### src/rtl/intel_hex_record_encoder_top_assert.svh
// ----------------------------------------------------------------------------
// Intel HEX record encoder assertion macros
// Shared concurrent assertion wrappers, clocked on clk_i and disabled while
// rst_ni is low.
// ----------------------------------------------------------------------------
`ifndef INTEL_HEX_RECORD_ENCODER_TOP_ASSERT_SVH
`define INTEL_HEX_RECORD_ENCODER_TOP_ASSERT_SVH

// Plain property check.
`define IHX_ASSERT(lbl, prop, msg) \
  lbl: assert property (@(posedge clk_i) disable iff (!rst_ni) (prop)) else $error(msg);

// Same-cycle implication check.
`define IHX_ASSERT_IMP(lbl, ante, cons, msg) \
  lbl: assert property (@(posedge clk_i) disable iff (!rst_ni) (ante) |-> (cons)) \
    else $error(msg);

`endif

### src/rtl/ihx_pkg.sv
// ----------------------------------------------------------------------------
// Intel HEX encoder package
// Operation codes, character constants and hex/text helpers.
// ----------------------------------------------------------------------------
package ihx_pkg;

  // byte counter width: holds a record count of up to 31 bytes
  localparam int unsigned CNT_W = 5;

  // operation codes of the input transaction
  localparam logic [1:0] OP_DATA  = 2'd0;
  localparam logic [1:0] OP_FLUSH = 2'd1;
  localparam logic [1:0] OP_END   = 2'd2;

  localparam logic [7:0] CH_COLON = 8'h3A;
  localparam logic [7:0] CH_ZERO  = 8'h30;
  localparam logic [7:0] CH_NL    = 8'h0A;
  localparam logic [7:0] CH_EOF   = 8'h1A;

  // end record text: ":0000000000", newline, end-of-file byte
  localparam int unsigned END_LEN = 13;

  function automatic logic [7:0] hex_char(input logic [3:0] d);
    logic [7:0] c;
    if (d < 4'd10) begin
      c = CH_ZERO + {4'b0, d};
    end else begin
      c = 8'h37 + {4'b0, d};
    end
    return c;
  endfunction

  function automatic logic [7:0] end_char(input logic [3:0] pos);
    logic [7:0] c;
    case (pos)
      4'd0:    c = CH_COLON;
      4'd11:   c = CH_NL;
      4'd12:   c = CH_EOF;
      default: c = CH_ZERO;
    endcase
    return c;
  endfunction

endpackage

### src/rtl/ihx_ram.sv
// ----------------------------------------------------------------------------
// Generic single-port-write, single-port-read RAM
// One write and one registered read per cycle.
// ----------------------------------------------------------------------------
module ihx_ram #(
  parameter int unsigned WIDTH = 8,
  parameter int unsigned DEPTH = 16,
  parameter int unsigned AW    = (DEPTH > 1) ? $clog2(DEPTH) : 1
) (
  input  logic             clk_i,
  input  logic             we_i,
  input  logic [AW-1:0]    waddr_i,
  input  logic [WIDTH-1:0] wdata_i,
  input  logic [AW-1:0]    raddr_i,
  output logic [WIDTH-1:0] rdata_o
);

  logic [WIDTH-1:0] mem [DEPTH];
  logic [WIDTH-1:0] rdata_q;

  always_ff @(posedge clk_i) begin
    if (we_i) begin
      mem[waddr_i] <= wdata_i;
    end
    rdata_q <= mem[raddr_i];
  end

  assign rdata_o = rdata_q;

endmodule

### src/rtl/intel_hex_record_encoder_top.sv
// ----------------------------------------------------------------------------
// Intel HEX record encoder
// Collects code bytes into records and streams them out as Intel HEX text.
// ----------------------------------------------------------------------------
// Usage:
//   Input channel (in_valid_i / in_stall_o): one transaction carries op_i,
//   data_byte_i and address_i. op 0 appends a byte, op 1 flushes the open
//   record and sets the next load address, op 2 flushes and adds the end
//   record. Output channel (out_valid_o / out_stall_i): one ASCII character
//   per transaction, last_o marks the final character of an input item.
//   A data byte that does not fill the record gives no output. A record
//   holds the block from its accept cycle through 9 header characters,
//   two digits per byte with a RAM read turnaround before every byte but
//   the first (byte 0 is read during the header), two checksum digits and
//   a newline. The end record adds its 13 characters.
//   The block takes one item at a time: in_stall_o is high while a record
//   streams. The output register lets the next item be taken while the last
//   character still waits.
//   Reset: empty record, load address 0, output channel empty.
//   Receiver stall: the output register holds and character generation
//   pauses; no character is dropped.
// ----------------------------------------------------------------------------
`include "intel_hex_record_encoder_top_assert.svh"

module intel_hex_record_encoder_top #(
  parameter int unsigned RECORD_BYTES = 16
) (
  input  logic        clk_i,
  input  logic        rst_ni,
  input  logic        in_valid_i,
  output logic        in_stall_o,
  input  logic [1:0]  op_i,
  input  logic [7:0]  data_byte_i,
  input  logic [15:0] address_i,
  output logic        out_valid_o,
  input  logic        out_stall_i,
  output logic [7:0]  out_char_o,
  output logic        last_o
);
  import ihx_pkg::*;

  localparam int unsigned AW = (RECORD_BYTES > 1) ? $clog2(RECORD_BYTES) : 1;
  localparam logic [CNT_W-1:0] FULL_CNT = CNT_W'(RECORD_BYTES);
  localparam logic [3:0] HDR_LAST = 4'd8;
  localparam logic [3:0] END_LAST = 4'(END_LEN - 1);

  typedef enum logic [2:0] {
    S_IDLE, S_HDR, S_DATA_HI, S_DATA_LO, S_CHK_HI, S_CHK_LO, S_NL, S_END
  } state_e;

  state_e           state_q;
  logic [3:0]       pos_q;
  logic [CNT_W-1:0] idx_q;
  logic             fresh_q;
  logic             end_q;
  logic [CNT_W-1:0] rec_count_q;
  logic [15:0]      rec_addr_q;
  logic [7:0]       rec_chk_q;
  logic [CNT_W-1:0] byte_count_q;
  logic [15:0]      load_q;
  logic [7:0]       sum_q;
  logic             out_valid_q;
  logic [7:0]       out_char_q;
  logic             out_last_q;

  logic             in_acc;
  logic             emit_ok;
  logic             ram_we;
  logic [7:0]       rd_data;
  logic [7:0]       sum_add;
  logic [CNT_W-1:0] cnt_inc;
  logic [7:0]       chk_full;
  logic [7:0]       chk_open;
  logic [15:0]      addr_inc;
  logic [7:0]       hdr_char;
  logic [7:0]       rec_cnt_byte;

  assign in_stall_o = (state_q != S_IDLE);
  assign in_acc     = in_valid_i && !in_stall_o;
  // output register is free, or its character leaves this cycle
  assign emit_ok    = !out_valid_q || !out_stall_i;

  assign sum_add  = sum_q + data_byte_i;
  assign cnt_inc  = byte_count_q + CNT_W'(1);
  // checksum: two's complement of count plus address bytes plus data
  assign chk_full = 8'(0) - (sum_add + 8'(cnt_inc));
  assign chk_open = 8'(0) - (sum_q + 8'(byte_count_q));
  assign addr_inc = address_i + 16'd1;
  assign ram_we   = in_acc && (op_i == OP_DATA);

  ihx_ram #(
    .WIDTH (8),
    .DEPTH (RECORD_BYTES)
  ) u_rec_ram (
    .clk_i   (clk_i),
    .we_i    (ram_we),
    .waddr_i (byte_count_q[AW-1:0]),
    .wdata_i (data_byte_i),
    .raddr_i (idx_q[AW-1:0]),
    .rdata_o (rd_data)
  );

  assign rec_cnt_byte = 8'(rec_count_q);

  // header: ':', count, address high, address low, record type 00
  always_comb begin
    case (pos_q)
      4'd0:    hdr_char = CH_COLON;
      4'd1:    hdr_char = hex_char(rec_cnt_byte[7:4]);
      4'd2:    hdr_char = hex_char(rec_cnt_byte[3:0]);
      4'd3:    hdr_char = hex_char(rec_addr_q[15:12]);
      4'd4:    hdr_char = hex_char(rec_addr_q[11:8]);
      4'd5:    hdr_char = hex_char(rec_addr_q[7:4]);
      4'd6:    hdr_char = hex_char(rec_addr_q[3:0]);
      default: hdr_char = CH_ZERO;
    endcase
  end

  always_ff @(posedge clk_i or negedge rst_ni) begin
    if (!rst_ni) begin
      state_q      <= S_IDLE;
      pos_q        <= '0;
      idx_q        <= '0;
      fresh_q      <= 1'b0;
      end_q        <= 1'b0;
      rec_count_q  <= '0;
      rec_addr_q   <= '0;
      rec_chk_q    <= '0;
      byte_count_q <= '0;
      load_q       <= '0;
      sum_q        <= '0;
      out_valid_q  <= 1'b0;
      out_char_q   <= '0;
      out_last_q   <= 1'b0;
    end else begin
      // drop the character once it is taken; a new one overrides below
      if (out_valid_q && !out_stall_i) begin
        out_valid_q <= 1'b0;
      end
      case (state_q)
        S_IDLE: begin
          if (in_acc) begin
            case (op_i)
              OP_DATA: begin
                byte_count_q <= cnt_inc;
                sum_q        <= sum_add;
                if (cnt_inc == FULL_CNT) begin
                  // record full: snapshot it and open the next at address + 1
                  rec_count_q  <= cnt_inc;
                  rec_addr_q   <= load_q;
                  rec_chk_q    <= chk_full;
                  byte_count_q <= '0;
                  load_q       <= addr_inc;
                  sum_q        <= addr_inc[15:8] + addr_inc[7:0];
                  end_q        <= 1'b0;
                  pos_q        <= '0;
                  idx_q        <= '0;
                  state_q      <= S_HDR;
                end
              end
              OP_FLUSH: begin
                rec_count_q  <= byte_count_q;
                rec_addr_q   <= load_q;
                rec_chk_q    <= chk_open;
                byte_count_q <= '0;
                load_q       <= address_i;
                sum_q        <= address_i[15:8] + address_i[7:0];
                end_q        <= 1'b0;
                pos_q        <= '0;
                idx_q        <= '0;
                if (byte_count_q != '0) begin
                  state_q <= S_HDR;
                end
              end
              OP_END: begin
                rec_count_q  <= byte_count_q;
                rec_addr_q   <= load_q;
                rec_chk_q    <= chk_open;
                byte_count_q <= '0;
                load_q       <= '0;
                sum_q        <= '0;
                end_q        <= 1'b1;
                pos_q        <= '0;
                idx_q        <= '0;
                state_q      <= (byte_count_q != '0) ? S_HDR : S_END;
              end
              default: begin
              end
            endcase
          end
        end
        S_HDR: begin
          if (emit_ok) begin
            out_valid_q <= 1'b1;
            out_char_q  <= hdr_char;
            out_last_q  <= 1'b0;
            if (pos_q == HDR_LAST) begin
              // read of byte 0 has long since settled
              pos_q   <= '0;
              fresh_q <= 1'b1;
              state_q <= S_DATA_HI;
            end else begin
              pos_q <= pos_q + 4'd1;
            end
          end
        end
        S_DATA_HI: begin
          if (!fresh_q) begin
            // wait out the RAM read after an index change
            fresh_q <= 1'b1;
          end else if (emit_ok) begin
            out_valid_q <= 1'b1;
            out_char_q  <= hex_char(rd_data[7:4]);
            out_last_q  <= 1'b0;
            state_q     <= S_DATA_LO;
          end
        end
        S_DATA_LO: begin
          if (emit_ok) begin
            out_valid_q <= 1'b1;
            out_char_q  <= hex_char(rd_data[3:0]);
            out_last_q  <= 1'b0;
            if (idx_q == rec_count_q - CNT_W'(1)) begin
              state_q <= S_CHK_HI;
            end else begin
              idx_q   <= idx_q + CNT_W'(1);
              fresh_q <= 1'b0;
              state_q <= S_DATA_HI;
            end
          end
        end
        S_CHK_HI: begin
          if (emit_ok) begin
            out_valid_q <= 1'b1;
            out_char_q  <= hex_char(rec_chk_q[7:4]);
            out_last_q  <= 1'b0;
            state_q     <= S_CHK_LO;
          end
        end
        S_CHK_LO: begin
          if (emit_ok) begin
            out_valid_q <= 1'b1;
            out_char_q  <= hex_char(rec_chk_q[3:0]);
            out_last_q  <= 1'b0;
            state_q     <= S_NL;
          end
        end
        S_NL: begin
          if (emit_ok) begin
            out_valid_q <= 1'b1;
            out_char_q  <= CH_NL;
            out_last_q  <= !end_q;
            pos_q       <= '0;
            state_q     <= end_q ? S_END : S_IDLE;
          end
        end
        S_END: begin
          if (emit_ok) begin
            out_valid_q <= 1'b1;
            out_char_q  <= end_char(pos_q);
            out_last_q  <= (pos_q == END_LAST);
            if (pos_q == END_LAST) begin
              pos_q   <= '0;
              end_q   <= 1'b0;
              state_q <= S_IDLE;
            end else begin
              pos_q <= pos_q + 4'd1;
            end
          end
        end
        default: begin
          state_q <= S_IDLE;
        end
      endcase
    end
  end

  assign out_valid_o = out_valid_q;
  assign out_char_o  = out_char_q;
  assign last_o      = out_last_q;

  // open record never holds a full record between items
  `IHX_ASSERT(a_count_below_full, byte_count_q < FULL_CNT,
              "open record reached full size")
  // a byte that does not fill the record produces no output sequence
  `IHX_ASSERT(a_partial_stays_idle,
              (in_acc && (op_i == OP_DATA) && (cnt_inc != FULL_CNT)) |=> (state_q == S_IDLE),
              "partial record started output")
  // data read index stays inside the snapshot record
  `IHX_ASSERT_IMP(a_idx_in_record, (state_q == S_DATA_HI) || (state_q == S_DATA_LO),
                  idx_q < rec_count_q, "data index beyond record")
  // final character of an item is always a newline or the end-of-file byte
  `IHX_ASSERT_IMP(a_last_char, out_valid_q && out_last_q,
                  (out_char_q == CH_NL) || (out_char_q == CH_EOF),
                  "last flag on wrong character")

endmodule
### config.mk
export PLATFORM = sky130hd
export DESIGN_NAME = intel_hex_record_encoder_top
export DESIGN_NICKNAME = d
export VERILOG_FILES = /design/src/rtl/ihx_pkg.sv /design/src/rtl/ihx_ram.sv /design/src/rtl/intel_hex_record_encoder_top.sv
export VERILOG_INCLUDE_DIRS = /design/src /design/src/rtl
export SDC_FILE = /design/constraint.sdc
export NUM_CORES = 1
export LEC_CHECK = 0
export BUFFER_PORTS_ARGS = -buffer_cell sky130_fd_sc_hd__buf_2
export CELL_PAD_IN_SITES_DETAIL_PLACEMENT = 1
export CELL_PAD_IN_SITES_GLOBAL_PLACEMENT = 1
export CORE_MARGIN = 2
export CORE_UTILIZATION = 40
export DETAILED_ROUTE_END_ITERATION = 6
export GPL_TIMING_DRIVEN = 0
export PLACE_DENSITY_LB_ADDON = 0.1
export SLEW_MARGIN = 0
export SYNTH_ARGS = -nofsm -noshare
export SYNTH_HDL_FRONTEND = slang
export SYNTH_SLANG_ARGS = --single-unit
### constraint.sdc
create_clock -name clk_i -period 8.4 [get_ports clk_i]
set_input_delay 0.84 -clock clk_i [delete_from_list [all_inputs] [get_ports clk_i]]
set_output_delay 0.84 -clock clk_i [all_outputs]
set_load 0.05 [all_outputs]
==> impl_metrics.sql, run 1 <==
INSERT INTO impl_metrics (metric_group, metric, value, unit) VALUES
('detailed_routing', 'via_count_of_the_routed_design', '9104', ''),
('critical_path', 'critPathMaxStageDelay', '450', 'ps'),
('logic_synthesis', 'yosysWarningCount', '0', ''),
('logic_synthesis', 'synth.avg_cell_area', '11.2', 'um2'),
('final_layout', 'post_route_cells_drive_above_1_share', '0.140', ''),
('clock_tree', 'root_buffer', 'sky130_fd_sc_hd__clkbuf_16', ''),
('final_layout', 'antenna_cells', '0', ''),
('power_and_ir_drop', 'leakage_power', '5.20', 'nW'),
('final_layout', 'finalNetCount', '1276', ''),
('detailed_routing', 'vias_per_std_cell', '5.73', ''),
('placed_design', 'place.port_buffers', '39', ''),
('detailed_routing', 'drt.antenna.violating_nets', '0', ''),
('timing', 'period_share', '0.459', ''),
('detailed_routing', 'totalWireLength', '35600', 'um'),
('critical_path', 'worst_path_required', '8870', 'ps'),
('floorplanning', 'floorplan.initialDensity', '0.406', ''),
('logic_synthesis', 'synth.yosys.seq_area_share', '0.485', ''),
('floorplanning', 'design.die.area', '32500', 'um2'),
('status', 'status', 'completed', ''),
('power_and_ir_drop', 'p_sw', '0.00216', 'W'),
('clock_tree', 'cts_max_level', '1', ''),
('logic_synthesis', 'synth.ff_latch_count', '217', ''),
('clock_tree', 'cts_setup_buffers', '0', ''),
('timing', 'final_max_slew_viol_count', '0', ''),
('clock_tree', 'cts_made_buffers', '26', ''),
('logic_synthesis', 'gate_count_of_the_mapped_netlist', '1108', ''),
('final_layout', 'layout_commonest_cell', 'sky130_fd_sc_hd__edfxtp_1', ''),
('power_and_ir_drop', 'vdd_drop_max', '0.239', 'mV'),
('final_layout', 'layout.cells.most_common_list', 'sky130_fd_sc_hd__edfxtp_1, sky130_fd_sc_hd__nor2_1, sky130_fd_sc_hd__nand2_1, sky130_fd_sc_hd__dfrtp_1, sky130_fd_sc_hd__ha_1', ''),
('logic_synthesis', 'synth_flop_cell', 'sky130_fd_sc_hd__edfxtp_1', ''),
('global_routing', 'initial_antenna_violation_count', '0', ''),
('floorplanning', 'floorplan.rows', '64', ''),
('timing', 'rsz0062_at_grt', 'false', ''),
('critical_path', 'timing.critical_path.cells', 'buf_2, ha_1, fa_1, a21o_2, a21oi_1, xor2_1, ha_1, ha_1, o21ai_0, a21oi_1, nor2_1, or3_1, a2111o_1, nand3_1', ''),
('global_routing', 'first_global_vias', '9271', ''),
('clock_tree', 'clockBufferDepth', '3', ''),
('power_and_ir_drop', 'p_per_area', '367', 'nW/um2'),
('power_and_ir_drop', 'clkPwrFrac', '0.212', ''),
('clock_tree', 'insertion_delay', '540', 'ps'),
('critical_path', 'critical_path_class', 'input port to flop', ''),
('global_routing', 'gr-usage-all-layers', '0.219', ''),
('timing', 'hold_ws', '176', 'ps'),
('detailed_routing', 'route.detailed.drc', '0', ''),
('clock_tree', 'clock-sinks', '217', ''),
('logic_synthesis', 'synth_area', '12400', 'um2'),
('clock_tree', 'post_cts.resized_instances', '0', ''),
('clock_tree', 'tritoncts_clock_tree', 'done', ''),
('clock_tree', 'holdBufCountCts', '0', ''),
('final_layout', 'fillCellCount', '3340', ''),
('logic_synthesis', 'synth.net_count', '1208', ''),
('global_routing', 'grt_first_pass_wirelength', '55500', 'um'),
('hold_path', 'timing.hold.worst.class', 'input port to async pin', ''),
('final_layout', 'flow.area_growth_from_synthesis', '12.7', '%'),
('timing', 'timing_hold_violations_final', '0', ''),
('power_and_ir_drop', 'power_frac_comb', '0.486', ''),
('timing', 'setup_violations', '0', ''),
('power_and_ir_drop', 'power.switching_fraction', '0.421', ''),
('logic_synthesis', 'count_of_cell_types_in_the_netlist', '85', ''),
('critical_path', 'worst-path-max-fanout', '17', ''),
('global_routing', 'maximum_number_of_pins_on_one_net_before_global_route_repair', '65', ''),
('clock_tree', 'clkTransAtPathRegs', '60', 'ps'),
('placed_design', 'place_congestion', '0.850', ''),
('timing', 'tightest_slew', '1350', 'ps'),
('critical_path', 'worst_path_max_delay_cell', 'sky130_fd_sc_hd__fa_1', ''),
('timing', 'maxSlewHeadroom', '0.0922', ''),
('floorplanning', 'boundaryPins', '41', ''),
('detailed_routing', 'wl_per_cell', '22.4', 'um'),
('critical_path', 'rr_worst_depth', '13', ''),
('run', 'max_cap_violations', '0', ''),
('detailed_routing', 'initialDrtViolationCount', '604', ''),
('critical_path', 'timing.critical_path.mode_cell', 'sky130_fd_sc_hd__ha_1', '');
cells in the mapped netlist, types with 6 or more instances:
library cell               number  area share
sky130_fd_sc_hd__a211oi_1      24       0.014
sky130_fd_sc_hd__a21o_1         7      0.0042
sky130_fd_sc_hd__a21oi_1       52       0.021
sky130_fd_sc_hd__a22oi_1       11      0.0066
sky130_fd_sc_hd__a31oi_1       19      0.0096
sky130_fd_sc_hd__and2_1         9      0.0045
sky130_fd_sc_hd__and3_1         6      0.0030
sky130_fd_sc_hd__buf_2         12      0.0048
sky130_fd_sc_hd__clkbuf_1      28      0.0085
sky130_fd_sc_hd__dfrtp_1       81        0.16
sky130_fd_sc_hd__dfxtp_1        8       0.013
sky130_fd_sc_hd__edfxtp_1     128        0.31
sky130_fd_sc_hd__ha_1          65       0.065
sky130_fd_sc_hd__inv_1         59       0.018
sky130_fd_sc_hd__mux2_2         7      0.0063
sky130_fd_sc_hd__mux2i_1       13       0.010
sky130_fd_sc_hd__mux4_2        40       0.072
sky130_fd_sc_hd__nand2_1       82       0.025
sky130_fd_sc_hd__nand2b_1       8      0.0040
sky130_fd_sc_hd__nand3_1       28       0.011
sky130_fd_sc_hd__nor2_1        91       0.027
sky130_fd_sc_hd__nor2b_1       16      0.0081
sky130_fd_sc_hd__nor3_1        32       0.013
sky130_fd_sc_hd__nor4_1         6      0.0030
sky130_fd_sc_hd__o211ai_1       9      0.0054
sky130_fd_sc_hd__o21a_1        10      0.0060
sky130_fd_sc_hd__o21ai_0       62       0.025
sky130_fd_sc_hd__o22ai_1       11      0.0055
sky130_fd_sc_hd__o31ai_1       11      0.0066
sky130_fd_sc_hd__or3_1          9      0.0045
sky130_fd_sc_hd__xnor2_1       44       0.031
sky130_fd_sc_hd__xor2_1        11      0.0078
layout make-up:
| type | count | area [um2] | share of cell area |
|---|---|---|---|
| sequential | 217 | 6030 | 0.430 |
| clock buffer | 35 | 694 | 0.0496 |
| timing repair buffer | 40 | 225 | 0.0161 |
| clock inverter | 11 | 139 | 0.00991 |
| buffer | 52 | 243 | 0.0173 |
| tap | 396 | 495 | 0.0354 |
| inverter | 60 | 225 | 0.0161 |
| multi-input combinational | 779 | 5960 | 0.425 |
state kept, by name (all words and copies together) (netlist names):
| signal | cells |
|---|---|
| idx_q | 5 |
| end_q | 1 |
| out_char_o | 7 |
| rec_addr_q | 16 |
| last_o | 1 |
| load_q | 16 |
| u_rec_ram.mem | 128 |
| state_q | 3 |
| pos_q | 4 |
| rec_count_q | 5 |
| u_rec_ram.rdata_o | 8 |
| rec_chk_q | 8 |
| sum_q | 8 |
| byte_count_q | 5 |
| out_valid_o | 1 |
| fresh_q | 1 |
logic make-up (layout without fill, tap and decap cells):
| group | after synthesis | in the layout | share of synthesized area |
|---|---|---|---|
| AOI/OAI and AO/OA | 275 | 275 | 0.147 |
| xor gates and xnor gates | 58 | 58 | 0.0437 |
| adders and majority gates | 70 | 70 | 0.0735 |
| buffers and inverters | 112 | 198 | 0.0376 |
| DFF | 217 | 217 | 0.485 |
| muxes | 64 | 64 | 0.0929 |
| other | 1 | 1 | 0.000302 |
| and+or+nand+nor | 311 | 311 | 0.119 |
power groups by stage:
| stage | Combinational (W) | Sequential (W) | Clock, W |
|---|---|---|---|
| global placement | 0.00244 | 0.00156 | 0 |
| detailed placement | 0.00250 | 0.00157 | 0 |
| finish | 0.00250 | 0.00155 | 0.00109 |
| global route | 0.00278 | 0.00159 | 0.00115 |
| CTS | 0.00251 | 0.00155 | 0.00111 |
| floorplan | 0.00176 | 0.00157 | 0 |
critical path: cells and delay by family:
kind,cells,cell delay [ps]
buf+inv,1,210
simple gates,3,480
compound gates,5,1110
fa+ha+maj,4,1390
xor+xnor,1,290
per-layer routing:
| layer | wire length (um) | part of all wire | vias up | track usage |
|---|---|---|---|---|
| li1 | - | - | 4297 | - |
| met1 | 17400 | 0.49 | 4626 | 0.324 |
| met2 | 16400 | 0.46 | 151 | 0.348 |
| met3 | 1350 | 0.038 | 30 | 0.0267 |
| met4 | 495 | 0.014 | 0 | 0.0416 |
| met5 | 0 | 0 | - | 0 |
stage by stage:
stage	power, W	cell area (um2)	std cells	util	setup WS (ps)
4_1_cts	0.00518	14000	1590	0.458	4510
2_1_floorplan	0.00332	12400	1108	-	4620
3_5_place_dp	0.00407	13200	1544	0.431	3970
5_1_grt	0.00552	14000	1590	0.458	4330
3_3_place_gp	0.00401	13100	1543	0.429	4010
6_report	0.00514	14000	1590	0.458	4540
path summary, 6_finish.rpt:
check                           endpoint  slack [ps]           start
max in group asynchronous       sum_q[3]        7590          rst_ni
setup / recovery            rec_chk_q[7]        4540  data_byte_i[0]
setup reg to reg            rec_chk_q[7]        4670        sum_q[0]
hold reg to reg            out_char_o[4]         480   out_char_o[4]
min in group clk_i         out_char_o[4]         480   out_char_o[4]
hold / removal               out_valid_o         180          rst_ni
Note: power is estimated with default switching activity, not from simulation.
==> run 2, diff against run 1 <==
==> constraint.sdc (replaced) <==
create_clock -name clk_i -period 3.15 [get_ports clk_i]
set_input_delay 0.315 -clock clk_i [delete_from_list [all_inputs] [get_ports clk_i]]
set_output_delay 0.315 -clock clk_i [all_outputs]
set_load 0.05 [all_outputs]
==> impl_metrics.sql, run 2 (same netlist as run 1, synthesis figures left out) <==
INSERT INTO impl_metrics (metric_group, metric, value, unit) VALUES
('global_routing', 'grt_first_pass_wirelength', '58100', 'um'),
('timing', 'final_max_slew_viol_count', '0', ''),
('global_routing', 'globalRoute.totalOverflow', '0', ''),
('floorplanning', 'floorplan.rows', '64', ''),
('timing', 'rsz0062_at_grt', 'true', ''),
('detailed_routing', 'initialDrtViolationCount', '685', ''),
('timing', 'timing_hold_violations_final', '0', ''),
('critical_path', 'r2r_start', 'sum_q[0]', ''),
('timing', 'maxSlewHeadroom', '0.303', ''),
('timing', 'clock-skew-final', '21.1', 'ps'),
('floorplanning', 'floorplan.die.height', '180', 'um'),
('critical_path', 'critPathCaptureType', 'flop', ''),
('clock_tree', 'root_buffer', 'sky130_fd_sc_hd__clkbuf_16', ''),
('final_layout', 'post_route_cells_drive_above_1_share', '0.180', ''),
('final_layout', 'fillCellCount', '3334', ''),
('power_and_ir_drop', 'power', '0.0149', 'W'),
('final_layout', 'register_area', '6040', 'um2'),
('timing', 'setup_violations', '3', ''),
('clock_tree', 'clkTransAtPathRegs', '60', 'ps'),
('critical_path', 'worst-path-max-fanout', '4', ''),
('timing', 'tightest_slew', '1030', 'ps'),
('critical_path', 'critical_path_class', 'flop to flop', ''),
('power_and_ir_drop', 'leakage_power', '5.36', 'nW'),
('critical_path', 'worst_path_max_delay_cell', 'sky130_fd_sc_hd__dfrtp_2', ''),
('final_layout', 'layout_commonest_cell', 'sky130_fd_sc_hd__edfxtp_1', ''),
('floorplanning', 'design.die.area', '32500', 'um2'),
('detailed_routing', 'wl_per_cell', '22.9', 'um'),
('final_layout', 'biggest_regs', 'u_rec_ram.mem: 128 flops, load_q: 16 flops, rec_addr_q: 16 flops', ''),
('power_and_ir_drop', 'vdd_drop_max', '1.22', 'mV'),
('detailed_routing', 'totalWireLength', '36900', 'um'),
('placed_design', 'detailedPlacementHpwl', '27500', 'um'),
('detailed_routing', 'drt.antenna.violating_nets', '0', ''),
('global_routing', 'maximum_number_of_pins_on_one_net_before_global_route_repair', '63', ''),
('timing', 'period_minus_slack', '3270', 'ps'),
('detailed_routing', 'vias_per_std_cell', '5.72', ''),
('critical_path', 'timing.critical_path.cells', 'ha_4, fa_2, a21o_4, a21oi_4, xor2_2, ha_4, ha_4, o21ai_4, a21oi_4, nor2_1, or3_4, a2111o_1, nand3_1', ''),
('clock_tree', 'clockBufferDepth', '3', ''),
('hold_path', 'timing.hold.worst.class', 'input port to flop', ''),
('placed_design', 'place.port_buffers', '39', ''),
('critical_path', 'timing.critical_path.mode_cell', 'sky130_fd_sc_hd__ha_4', ''),
('global_routing', 'initial_antenna_violation_count', '0', ''),
('clock_tree', 'cts_max_level', '1', ''),
('run', 'max_cap_violations', '0', ''),
('clock_tree', 'cts_made_buffers', '25', ''),
('final_layout', 'finish.utilization', '0.470', ''),
('critical_path', 'termination_of_the_worst_setup_path', 'rec_chk_q[7]', ''),
('clock_tree', 'clock-sinks', '217', ''),
('final_layout', 'flip_flop_count_of_the_largest_register_after_layout', '128', ''),
('detailed_routing', 'route.detailed.drc', '0', ''),
('status', 'violations', 'setup timing', ''),
('placed_design', 'post-place-ws', '-569', 'ps'),
('clock_tree', 'tritoncts_clock_tree', 'done', ''),
('floorplanning', 'floorplan.initialDensity', '0.406', ''),
('floorplanning', 'die_x', '180', 'um'),
('global_routing', 'gr-usage-all-layers', '0.228', ''),
('critical_path', 'timing.critical_path.from_type', 'flop', ''),
('global_routing', 'first_global_vias', '9565', ''),
('detailed_routing', 'first_pass_iteration_count_of_the_detailed_router', '5', ''),
('floorplanning', 'boundaryPins', '41', ''),
('clock_tree', 'insertion_delay', '540', 'ps'),
('final_layout', 'layout.cells.most_common_list', 'sky130_fd_sc_hd__edfxtp_1, sky130_fd_sc_hd__nor2_1, sky130_fd_sc_hd__nand2_1, sky130_fd_sc_hd__dfrtp_1', ''),
('timing', 'period_share', '1.04', ''),
('final_layout', 'multi_input_combinational_cell_area', '6140', 'um2'),
('critical_path', 'critPathMaxStageDelay', '450', 'ps'),
('placed_design', 'place_congestion', '0.851', ''),
('timing', 'fmax', '306', 'MHz'),
('final_layout', 'antenna_cells', '0', ''),
('critical_path', 'critPathArrivalTime', '3740', 'ps'),
('critical_path', 'cp-startpoint', 'sum_q[0]', ''),
('timing', 'setup_slack', '-118', 'ps'),
('final_layout', 'top_register', 'u_rec_ram.mem', ''),
('critical_path', 'worst_path_required', '3620', 'ps'),
('critical_path', 'register_to_register_setup_slack', '-120', 'ps'),
('power_and_ir_drop', 'p_per_area', '1030', 'nW/um2'),
('floorplanning', 'core', '30600', 'um2'),
('final_layout', 'flow.area_growth_from_synthesis', '15.8', '%'),
('status', 'status', 'complete, but fails checks', ''),
('critical_path', 'worst_r2r_endpoint', 'rec_chk_q[7]', ''),
('final_layout', 'finalNetCount', '1298', ''),
('critical_path', 'rr_worst_depth', '13', ''),
('detailed_routing', 'via_count_of_the_routed_design', '9208', '');
run 2: cell count changes in the layout (fill, tap and decap cells not counted), moves of 3 or more:
cell and change:
sky130_fd_sc_hd__buf_4 +20, sky130_fd_sc_hd__ha_1 -6, sky130_fd_sc_hd__ha_4 +5, sky130_fd_sc_hd__clkbuf_1 -4, sky130_fd_sc_hd__dfrtp_1 -4, sky130_fd_sc_hd__dfrtp_2 +4
sky130_fd_sc_hd__clkbuf_8 +3, sky130_fd_sc_hd__o21ai_0 -3
run 2: worst min-delay path by stage:
stage | start | to | cells past startpoint
floorplan | rst_ni | byte_count_q[0] | 0
global placement | out_char_o[4] | out_char_o[4] | 2
detailed placement | rst_ni | out_char_o[2] | 1
CTS | address_i[6] | load_q[6] | 3
global route | address_i[6] | load_q[6] | 3
finish | address_i[13] | load_q[13] | 3
run 2: stage by stage:
stage          instances  cell area (um2)  hold WS, ps  TNS [ps]
3_3_place_gp        1543            13200          459     -2520
5_1_grt             1610            14400          130      -637
3_5_place_dp        1545            13200          238     -2810
6_report            1610            14400          134      -219
4_1_cts             1600            14200          119      -280
2_1_floorplan       1108            12500         19.4    -0.574
run 2: final cells by class:
| type | count | area share |
|---|---|---|
| multi-input combinational | 779 | 0.426 |
| sequential | 217 | 0.419 |
| clock buffer | 34 | 0.0486 |
| tap | 396 | 0.0344 |
| timing repair buffer | 63 | 0.0276 |
| buffer | 52 | 0.0170 |
| inverter | 60 | 0.0156 |
| clock inverter | 9 | 0.0109 |
run 2: routing by layer:
layer,track usage,vias to the layer above,wire length (um)
li1,-,4332,-
met1,0.333,4654,17900
met2,0.365,173,16900
met3,0.0273,49,1320
met4,0.0513,0,765
met5,0,-,0
run 2: what timing repair did:
item                                    CTS  global route
gates resized for setup                  15            16
pin swaps                                 7             5
endpoints found under the setup margin    4             6
hold endpoints to repair                 19             0
hold buffers                              1             0
buffers inserted                         11             9
run 2: worst max-delay path, delay by kind of cell (launching register included):
kind,cells,cell delay [ps]
adders and majority gates,4,1140
AOI/OAI and AO/OA,5,910
and+or+nand+nor,3,470
DFF,1,450
xor gates and xnor gates,1,220
run 2: power breakdown:
part / internal [W] / switching (W)
Clock: 0.00188 / 0.00116
Combinational: 0.00324 / 0.00446
Sequential: 0.00357 / 0.000565
Total: 0.00869 / 0.00618
